File: src/rtl/core/chc_pkg.sv
package chc_pkg;

	localparam int LEN_W = 6;
	localparam int CODE_W = 32;

	localparam logic [1:0] FN_LOAD = 2'd0;
	localparam logic [1:0] FN_ENC  = 2'd1;
	localparam logic [1:0] FN_DEC  = 2'd2;

	localparam logic [2:0] ST_LOADED   = 3'd0;
	localparam logic [2:0] ST_CODE     = 3'd1;
	localparam logic [2:0] ST_DECODED  = 3'd2;
	localparam logic [2:0] ST_MORE     = 3'd3;
	localparam logic [2:0] ST_UNKNOWN  = 3'd4;
	localparam logic [2:0] ST_OVERFLOW = 3'd5;

	typedef struct packed {
		logic [1:0]       func;
		logic [7:0]       symbol;
		logic [LEN_W-1:0] length;
		logic             bit_req;
	} item_t;

	typedef struct packed {
		logic [2:0]        status;
		logic [CODE_W-1:0] code_bits;
		logic [LEN_W-1:0]  code_len;
		logic [7:0]        out_symbol;
	} result_t;

	function automatic logic [CODE_W-1:0] low_mask(input logic [LEN_W-1:0] n);
		logic [CODE_W-1:0] m;
		if (n >= LEN_W'(CODE_W)) begin
			m = '1;
		end else begin
			m = (CODE_W'(1) << n) - CODE_W'(1);
		end
		return m;
	endfunction

endpackage

File: src/rtl/core/chc_front.sv
module chc_front (
	input  logic           clk,
	input  logic           arst_n,
	input  logic           push,
	input  chc_pkg::item_t in_item,
	output logic           busy,
	input  logic           pop,
	output logic           head_valid,
	output chc_pkg::item_t head
);

	chc_pkg::item_t slot_q [2];
	logic           wr_ptr_q;
	logic           rd_ptr_q;
	logic [1:0]     fill_q;

	assign busy       = (fill_q == 2'd2);
	assign head_valid = (fill_q != 2'd0);
	assign head       = slot_q[rd_ptr_q];

	always_ff @(posedge clk or negedge arst_n) begin
		if (!arst_n) begin
			wr_ptr_q <= 1'b0;
			rd_ptr_q <= 1'b0;
			fill_q   <= 2'd0;
		end else begin
			if (push) begin
				wr_ptr_q <= ~wr_ptr_q;
			end
			if (pop) begin
				rd_ptr_q <= ~rd_ptr_q;
			end
			if (push && !pop) begin
				fill_q <= fill_q + 2'd1;
			end else if (pop && !push) begin
				fill_q <= fill_q - 2'd1;
			end
		end
	end

	always_ff @(posedge clk) begin
		if (push) begin
			slot_q[wr_ptr_q] <= in_item;
		end
	end

endmodule

File: config.mk
export PLATFORM = sky130hd
export DESIGN_NAME = chc_front
export DESIGN_NICKNAME = d
export VERILOG_FILES = /design/src/rtl/core/chc_pkg.sv /design/src/rtl/core/chc_front.sv
export SDC_FILE = /design/constraint.sdc
export NUM_CORES = 1
export LEC_CHECK = 0
export ABC_AREA = 1
export BUFFER_PORTS_ARGS = -buffer_cell sky130_fd_sc_hd__buf_2
export CORE_ASPECT_RATIO = 1.75
export CORE_UTILIZATION = 51
export CTS_BUF_LIST = sky130_fd_sc_hd__clkbuf_16
export DETAILED_ROUTE_END_ITERATION = 10
export PLACE_DENSITY = 0.76
export SKIP_LAST_GASP = 1
export SYNTH_ARGS = -nofsm -noshare
export SYNTH_HDL_FRONTEND = slang
export SYNTH_SLANG_ARGS = --single-unit
File: constraint.sdc
create_clock -name clk -period 1.9 [get_ports clk]
set_input_delay 0.095 -clock clk [delete_from_list [all_inputs] [get_ports clk]]
set_output_delay 0.095 -clock clk [all_outputs]
set_load 0.1 [all_outputs]
* After elaboration in Yosys (flattened, before gate mapping)
Memory sizes are Yosys's and may differ from the RTL's. Cells that the tools add are included.
Operators by class: add/subtract/negate cells 2, eq/ne operators 1, mux-type cells 4, bitwise gates (word level) 2, reduce and logical (&&, ||, !) cells 6
Operators with widths (count):
- 2-bit two-way mux | 2
- 2-bit nonzero test | 2
- 2-bit by 1-bit adder with 2-bit output (second input constant) | 1
- 2-bit equality test (second input constant) | 1
- 1-bit logical AND | 2
- 1-bit logical NOT | 2
- 1-bit two-way mux | 2
- 1-bit inverter | 2
- 2-bit by 1-bit subtractor with 2-bit output (second input constant) | 1
Word-level totals: register bits after elaboration 4, RAM bits 34, input port bits 21, output and inout port bits 19, logic and storage cells 19, memories kept 1
Memories:
- slot_q | depth 2, width 17, rd ports 1, clocked after Yosys merged registers in 0, wr ports 1, line chc_front.sv:12 | chc_pkg::item_t slot_q [2];

* Longest topological paths before layout
Gate-level depths: netlist (run 1).
word-level depth 4, mapped depth 7, gate-level depth less buffers 7

* Worst setup path before layout (run 1)
Ideal clock, no wire load.
path kind register to output, from reg fill_q[0], to out busy, arrival 1.669 ns, required time 1.805 ns, slack 0.136 ns, cell stages (with the launch flop) 2, buffers on the path 0, cell sequence dfrtp_1 nor2_1
Between the ends: word-level cells in the longest chain between the ends 1
Ends and longest elaborated chain:
- from (decl) | line chc_front.sv:15 | logic [1:0] fill_q;
- from (signal assigned) | line chc_front.sv:34 | fill_q <= fill_q + 2'd1;
- from (signal assigned) | line chc_front.sv:36 | fill_q <= fill_q - 2'd1;
- 2-bit equality test | line chc_front.sv:17 | assign busy = (fill_q == 2'd2);
- to (decl) | line chc_front.sv:6 | output logic busy,
Every way passes these cells.

==> results of run 1 <==
-- cell families after synthesis --
logic type,Yosys count
flip-flops,38
multiplexers,17
AND/OR/NAND/NOR,10
buffers and inverters,9
XOR/XNOR,3
adder cells (fa/ha/maj),1
-- timing repair --
action,4_1_cts,5_1_grt
hold endpoints to repair,6,2
gates resized for setup,0,0
hold buffers,2,1
-- stage by stage --
step | cell area, µm² | utilization (%) | hold slack (ns)
after floorplan | 1480 | - | -0.201
after global placement | 1970 | 72.3 | -0.0953
after detailed placement | 1970 | 72.3 | -0.0930
after CTS | 2150 | 79.0 | 0.00104
after global routing | 2160 | 79.4 | 0.00133
final | 2160 | 79.4 | 0.00473
-- state kept, by name, indices dropped and copies added, names as in the netlist --
register and count:
fill_q 2, rd_ptr_q 1, slot_q 34, wr_ptr_q 1
-- routing by layer --
layer	routed length, µm	GRT usage (%)
met1	876	18.8
met2	1650	36.0
met3	131	6.88
met4	69	12.5
met5	0	0
-- cell usage in the layout, fill, tap and decap left out, drive strengths merged --
| master | synthesis | final |
|---|---|---|
| buf | 2 | 43 |
| edfxtp | 34 | 34 |
| mux2 | 17 | 17 |
| inv | 7 | 9 |
| nand2 | 6 | 6 |
| clkbuf | 0 | 5 |
| dfrtp | 4 | 4 |
| dlygate4sd3 | 0 | 3 |
| nor2 | 2 | 2 |
| xor2 | 2 | 2 |
| xnor2 | 1 | 1 |
| nand3 | 1 | 1 |
| nand4 | 1 | 1 |
| ha | 1 | 1 |
| bufinv | 0 | 1 |
-- area by class of cell --
type | instances | area, µm² | share of cell area (%)
flip-flops and latches | 38 | 1120 | 51.9
inverters | 7 | 26.3 | 1.22
well taps | 27 | 33.8 | 1.56
clock buffers | 5 | 125 | 5.79
clock inverters | 3 | 37.5 | 1.74
repair buffers | 46 | 510 | 23.6
multi-input cells | 31 | 305 | 14.1
-- how the worst max path moves through the flow --
stage / end / from / depth (start not counted) / slack [ns]
final: head[10] / rd_ptr_q / 3 / 0.40
after global routing: head[11] / rd_ptr_q / 3 / 0.35
after global placement: slot_q[1][10] / wr_ptr_q / 2 / 0.65
after CTS: head[16] / rd_ptr_q / 3 / 0.38
after detailed placement: slot_q[1][16] / wr_ptr_q / 2 / 0.57
after floorplan: busy / fill_q[0] / 1 / 0.14
-- worst max-delay path: cells and delay by family (launching register included) --
family,cells,cell delay (ns)
flops,1,0.35
buf+inv,2,0.38
mux,1,0.39
==> impl_metrics.sql, run 1 <==
INSERT INTO impl_metrics (metric_group, metric, value, unit) VALUES
('die', 'ioPinCount', '40', ''),
('logic_synthesis', 'yosys.cell_types.count', '14', ''),
('place', 'preCtsSetupSlack', '0.569', 'ns'),
('setup_path', 'endpoint_kind', 'primary output', ''),
('worst_hold_path', 'holdCritPathClass', 'primary input to register', ''),
('sta', 'finClkSkew', '0.00481', 'ns'),
('die', 'design.die.area', '3140', 'µm²'),
('sta', 'post-route-min-period', '1.50', 'ns'),
('sta', 'setup_viol', '0', ''),
('clock_network', 'cts_root_buffer', 'sky130_fd_sc_hd__clkbuf_16', ''),
('sta', 'clock.fmax', '669', 'MHz'),
('outcome', 'status', 'complete, no violations', ''),
('clock_network', 'clk_latency', '0.28', 'ns'),
('clock_network', 'post-cts-setup-buffer-count', '0', ''),
('logic_synthesis', 'yosysSeqAreaShare', '75.5', '%'),
('global_route', 'grt_start_max_net_pins', '18', ''),
('setup_path', 'crit_path_cell_trace', 'buf_4 -> mux2_2 -> buf_12', ''),
('sta', 'finalMaxSlewViolations', '0', ''),
('clock_network', 'path_clk_slew', '0.06', 'ns'),
('setup_path', 'regToRegStartpoint', 'wr_ptr_q', ''),
('route', 'detailedRoute.firstPassIterationCount', '6', ''),
('logic_synthesis', 'synth.ff_latch_count', '38', ''),
('clock_network', 'cts.sink_count', '38', ''),
('logic_synthesis', 'post_synthesis_share_of_cell_area_spent_on_xor_and_xnor_gates', '1.77', '%'),
('setup_path', 'crit_path_max_fanout', '11', ''),
('sta', 'timing.final.crit_share', '78.7', '%'),
('global_route', 'grtUsageTotal', '20.1', '%'),
('clock_network', 'cts_tree', 'yes', ''),
('final_layout', 'fillers', '136', ''),
('logic_synthesis', 'synth_top_family_by_area', 'multiplexers', ''),
('place', 'dpl.hpwl', '1750', 'µm'),
('logic_synthesis', 'synth-compound-area-share', '0', '%'),
('route', 'post_drt_via_cell_ratio', '5.34', ''),
('sta', 'setup_ws', '0.404', 'ns'),
('route', 'wire_per_inst', '17.4', 'µm'),
('logic_synthesis', 'synthesis.yosys.warnings', '0', ''),
('job', 'cap_viol_max_count', '0', ''),
('sta', 'max-slew-margin-rel', '55.8', '%'),
('final_layout', 'final_cells', '157', ''),
('die', 'design.core.area', '2720', 'µm²'),
('setup_path', 'crit_path_max_incr_delay', '0.39', 'ns'),
('global_route', 'first_global_vias', '894', ''),
('setup_path', 'regToRegSetupSlack', '0.57', 'ns'),
('clock_network', 'tritoncts.num_buffers', '5', ''),
('die', 'chip_height', '73.4', 'µm'),
('worst_hold_path', 'timing.hold.worst.start', 'in_item[1]', ''),
('setup_path', 'worst-endpoint-arrival', '1.40', 'ns'),
('sta', 'setup_tns', '0', 'ns'),
('setup_path', 'reg2reg_depth', '2', ''),
('logic_synthesis', 'synth_top_area_cell', 'sky130_fd_sc_hd__edfxtp_1', ''),
('logic_synthesis', 'syn-cell-area', '1480', 'µm²'),
('logic_synthesis', 'synth_simple_gate_area_share', '2.78', '%'),
('setup_path', 'r2r-end', 'slot_q[1][15]', ''),
('logic_synthesis', 'yosys-mux-area-fraction', '15.2', '%'),
('place', 'placed_cells_incl_taps', '146', ''),
('setup_path', 'critical_path_class', 'register to primary output', ''),
('global_route', 'antenna_found_initial', '0', ''),
('route', 'drc', '0', ''),
('final_layout', 'antennaDiodeCount', '0', ''),
('route', 'vias', '839', ''),
('setup_path', 'worst_ep_required_time', '1.80', 'ns'),
('setup_path', 'crit_slowest_cell', 'sky130_fd_sc_hd__mux2_2', ''),
('sta', 'hold_viol', '0', ''),
('worst_hold_path', 'worstHoldEndpoint', 'slot_q[0][1]', ''),
('logic_synthesis', 'synth_fa_ha_area_share', '0.843', '%'),
('logic_synthesis', 'async_flop_share', '10.5', '%'),
('clock_network', 'cts_max_path_buffers', '2', ''),
('logic_synthesis', 'synth_top_cells_by_area', 'sky130_fd_sc_hd__edfxtp_1, sky130_fd_sc_hd__mux2_4, sky130_fd_sc_hd__dfrtp_1, sky130_fd_sc_hd__mux2_2, sky130_fd_sc_hd__inv_1', ''),
('worst_hold_path', 'worstHoldPathCells', '1', ''),
('logic_synthesis', 'syn_inst', '78', ''),
('logic_synthesis', 'post_synth_edffs', '34', '');
Power of run 1 is not shown: default switching activity piles up to over one toggle a cycle in this logic, so the estimate is an artifact.
==> run 2: changes to the inputs <==
Clock period 1.9 ns to 1.4 ns, I/O delays scaled along.
==> impl_metrics.sql, run 2 (synthesized netlist as in run 1, its figures left out) <==
INSERT INTO impl_metrics (metric_group, metric, value, unit) VALUES
('route', 'drt_iter0_drc', '25', ''),
('global_route', 'grt_overflow', '0', ''),
('final_layout', 'largest_register_ffs', '34', ''),
('global_route', 'antenna_found_initial', '0', ''),
('sta', 'finalMaxSlewViolations', '0', ''),
('sta', 'setup_tns', '-0.285', 'ns'),
('global_route', 'grtUsageTotal', '22.8', '%'),
('route', 'drc', '0', ''),
('sta', 'timing_worst_slew_pin_value', '0.482', 'ns'),
('sta', 'clock.fmax', '693', 'MHz'),
('place', 'portBuffers', '39', ''),
('clock_network', 'tritoncts.num_buffers', '5', ''),
('sta', 'fin_hold_ws', '0.0506', 'ns'),
('clock_network', 'cts.sink_count', '38', ''),
('final_layout', 'most_frequent_cells_in_the_layout', 'sky130_fd_sc_hd__edfxtp_1, sky130_fd_sc_hd__buf_2, sky130_fd_sc_hd__dlygate4sd3_1, sky130_fd_sc_hd__mux2_4, sky130_fd_sc_hd__buf_12', ''),
('outcome', 'status', 'finished with violations', ''),
('final_layout', 'drive_gt1_share', '47.7', '%'),
('sta', 'finClkSkew', '0.00134', 'ns'),
('final_layout', 'area_of_the_multi_input_gates', '340', 'µm²'),
('setup_path', 'critical_path_class', 'register to primary output', ''),
('final_layout', 'final_common_cell', 'sky130_fd_sc_hd__edfxtp_1', ''),
('die', 'die_x', '42.8', 'µm'),
('route', 'total_wirelength_of_the_detailed_routed_design', '3180', 'µm'),
('clock_network', 'cts_max_path_buffers', '2', ''),
('final_layout', 'relative_area_change_from_synthesis_to_final_layout', '59.4', '%'),
('place', 'detailed_place.area', '1990', 'µm²'),
('place', 'preCtsSetupSlack', '0.208', 'ns'),
('sta', 'grt_setup_unrepaired', 'yes', ''),
('setup_path', 'crit_path_max_fanout', '8', ''),
('route', 'drtAntennaViolNets', '0', ''),
('clock_network', 'number_of_h_tree_levels', '2', ''),
('route', 'post_drt_via_cell_ratio', '5.26', ''),
('die', 'chip_height', '73.4', 'µm'),
('setup_path', 'critPathLaunchType', 'register', ''),
('global_route', 'wire_length_of_the_first_global_routing_pass', '4970', 'µm'),
('die', 'ioPinCount', '40', ''),
('job', 'cap_viol_max_count', '0', ''),
('place', 'gp_routability_congestion', '0.731', ''),
('final_layout', 'regArea', '1120', 'µm²'),
('final_layout', 'layout_top_registers', 'slot_q (34), fill_q (2)', ''),
('sta', 'setup_ws', '-0.0424', 'ns'),
('worst_hold_path', 'holdCritPathClass', 'primary input to register', ''),
('sta', 'max-slew-margin-rel', '68.1', '%'),
('die', 'start_util', '54.5', '%'),
('final_layout', 'fillers', '112', ''),
('sta', 'hold_viol', '0', ''),
('die', 'rows', '25', ''),
('clock_network', 'clk_latency', '0.27', 'ns'),
('clock_network', 'cts_root_buffer', 'sky130_fd_sc_hd__clkbuf_16', ''),
('final_layout', 'final_net_count', '170', ''),
('clock_network', 'cts_tree', 'yes', ''),
('outcome', 'failed_checks', 'negative setup slack', ''),
('clock_network', 'path_clk_slew', '0.05', 'ns'),
('setup_path', 'worst-endpoint-arrival', '1.37', 'ns'),
('sta', 'post-route-min-period', '1.44', 'ns'),
('place', 'dpl.hpwl', '1840', 'µm'),
('global_route', 'first_global_vias', '1070', ''),
('sta', 'timing.final.crit_share', '103', '%'),
('final_layout', 'antennaDiodeCount', '0', ''),
('setup_path', 'endpoint_kind', 'primary output', ''),
('die', 'design.core.area', '2720', 'µm²'),
('route', 'detailedRoute.firstPassIterationCount', '4', ''),
('final_layout', 'largest-register', 'slot_q', ''),
('route', 'vias', '925', ''),
('sta', 'setup_viol', '17', ''),
('setup_path', 'worst_ep_required_time', '1.33', 'ns'),
('die', 'design.die.area', '3140', 'µm²'),
('global_route', 'grt_start_max_net_pins', '12', ''),
('final_layout', 'final_design_area_no_fill', '2370', 'µm²'),
('route', 'wire_per_inst', '18.1', 'µm');
## run 2: changes by cell type in the layout (fill, tap and decap cells not counted), sizes merged
cell,delta
buf,+2
bufinv,-1
clkbuf,+1
clkinv,+3
dlygate4sd3,+16
inv,-2
## run 2: layout make-up
type | count | share of cell area (%)
Sequential cell | 38 | 47.4
Multi-Input combinational cell | 31 | 14.4
Inverter | 7 | 1.11
Timing Repair Buffer | 65 | 29.9
Clock buffer | 5 | 5.29
Tap cell | 27 | 1.43
Clock inverter | 3 | 0.476
## run 2: timing repair
action / in CTS / in global routing
setup buffers: 0 / 0
pin swaps: 0 / 0
endpoints found under the setup margin: 17 / 18
gates resized for setup: 10 / 4
hold buffers: 19 / 0
endpoints found under the hold margin: 38 / 0
cloned: 1 / 0
## run 2: metal layers
layer	routed length (µm)	GRT usage (%)	vias up
li1	-	-	425
met1	1070	24.1	458
met2	1920	41.1	36
met3	129	6.63	6
met4	61	10.1	0
met5	0	0	-
## run 2: through the flow
step | instances | util, %
final | 176 | 86.9
after global placement | 148 | 73.0
after global routing | 176 | 86.9
after detailed placement | 148 | 73.0
after floorplan | 78 | -
after CTS | 176 | 86.5
## run 2: path summary, 6_finish.rpt
path                       slack, ns  cells past startpoint            to  startpoint
min in group asynchronous       0.15                      2     fill_q[0]      arst_n
max                            -0.04                      3      head[11]    rd_ptr_q
min                             0.05                      2      wr_ptr_q        push
min reg2reg                     0.50                      2     fill_q[1]   fill_q[1]
max in group asynchronous       1.12                      2      rd_ptr_q      arst_n
max reg2reg                     0.33                      3  slot_q[1][3]    wr_ptr_q
## run 2: worst max-delay path, cell delays in order, from the launching register on
cell and delay, ns:
sky130_fd_sc_hd__dfrtp_2 0.43, sky130_fd_sc_hd__buf_6 0.16, sky130_fd_sc_hd__mux2_4 0.33, sky130_fd_sc_hd__buf_12 0.17
Power of run 2 is left out for the same reason.
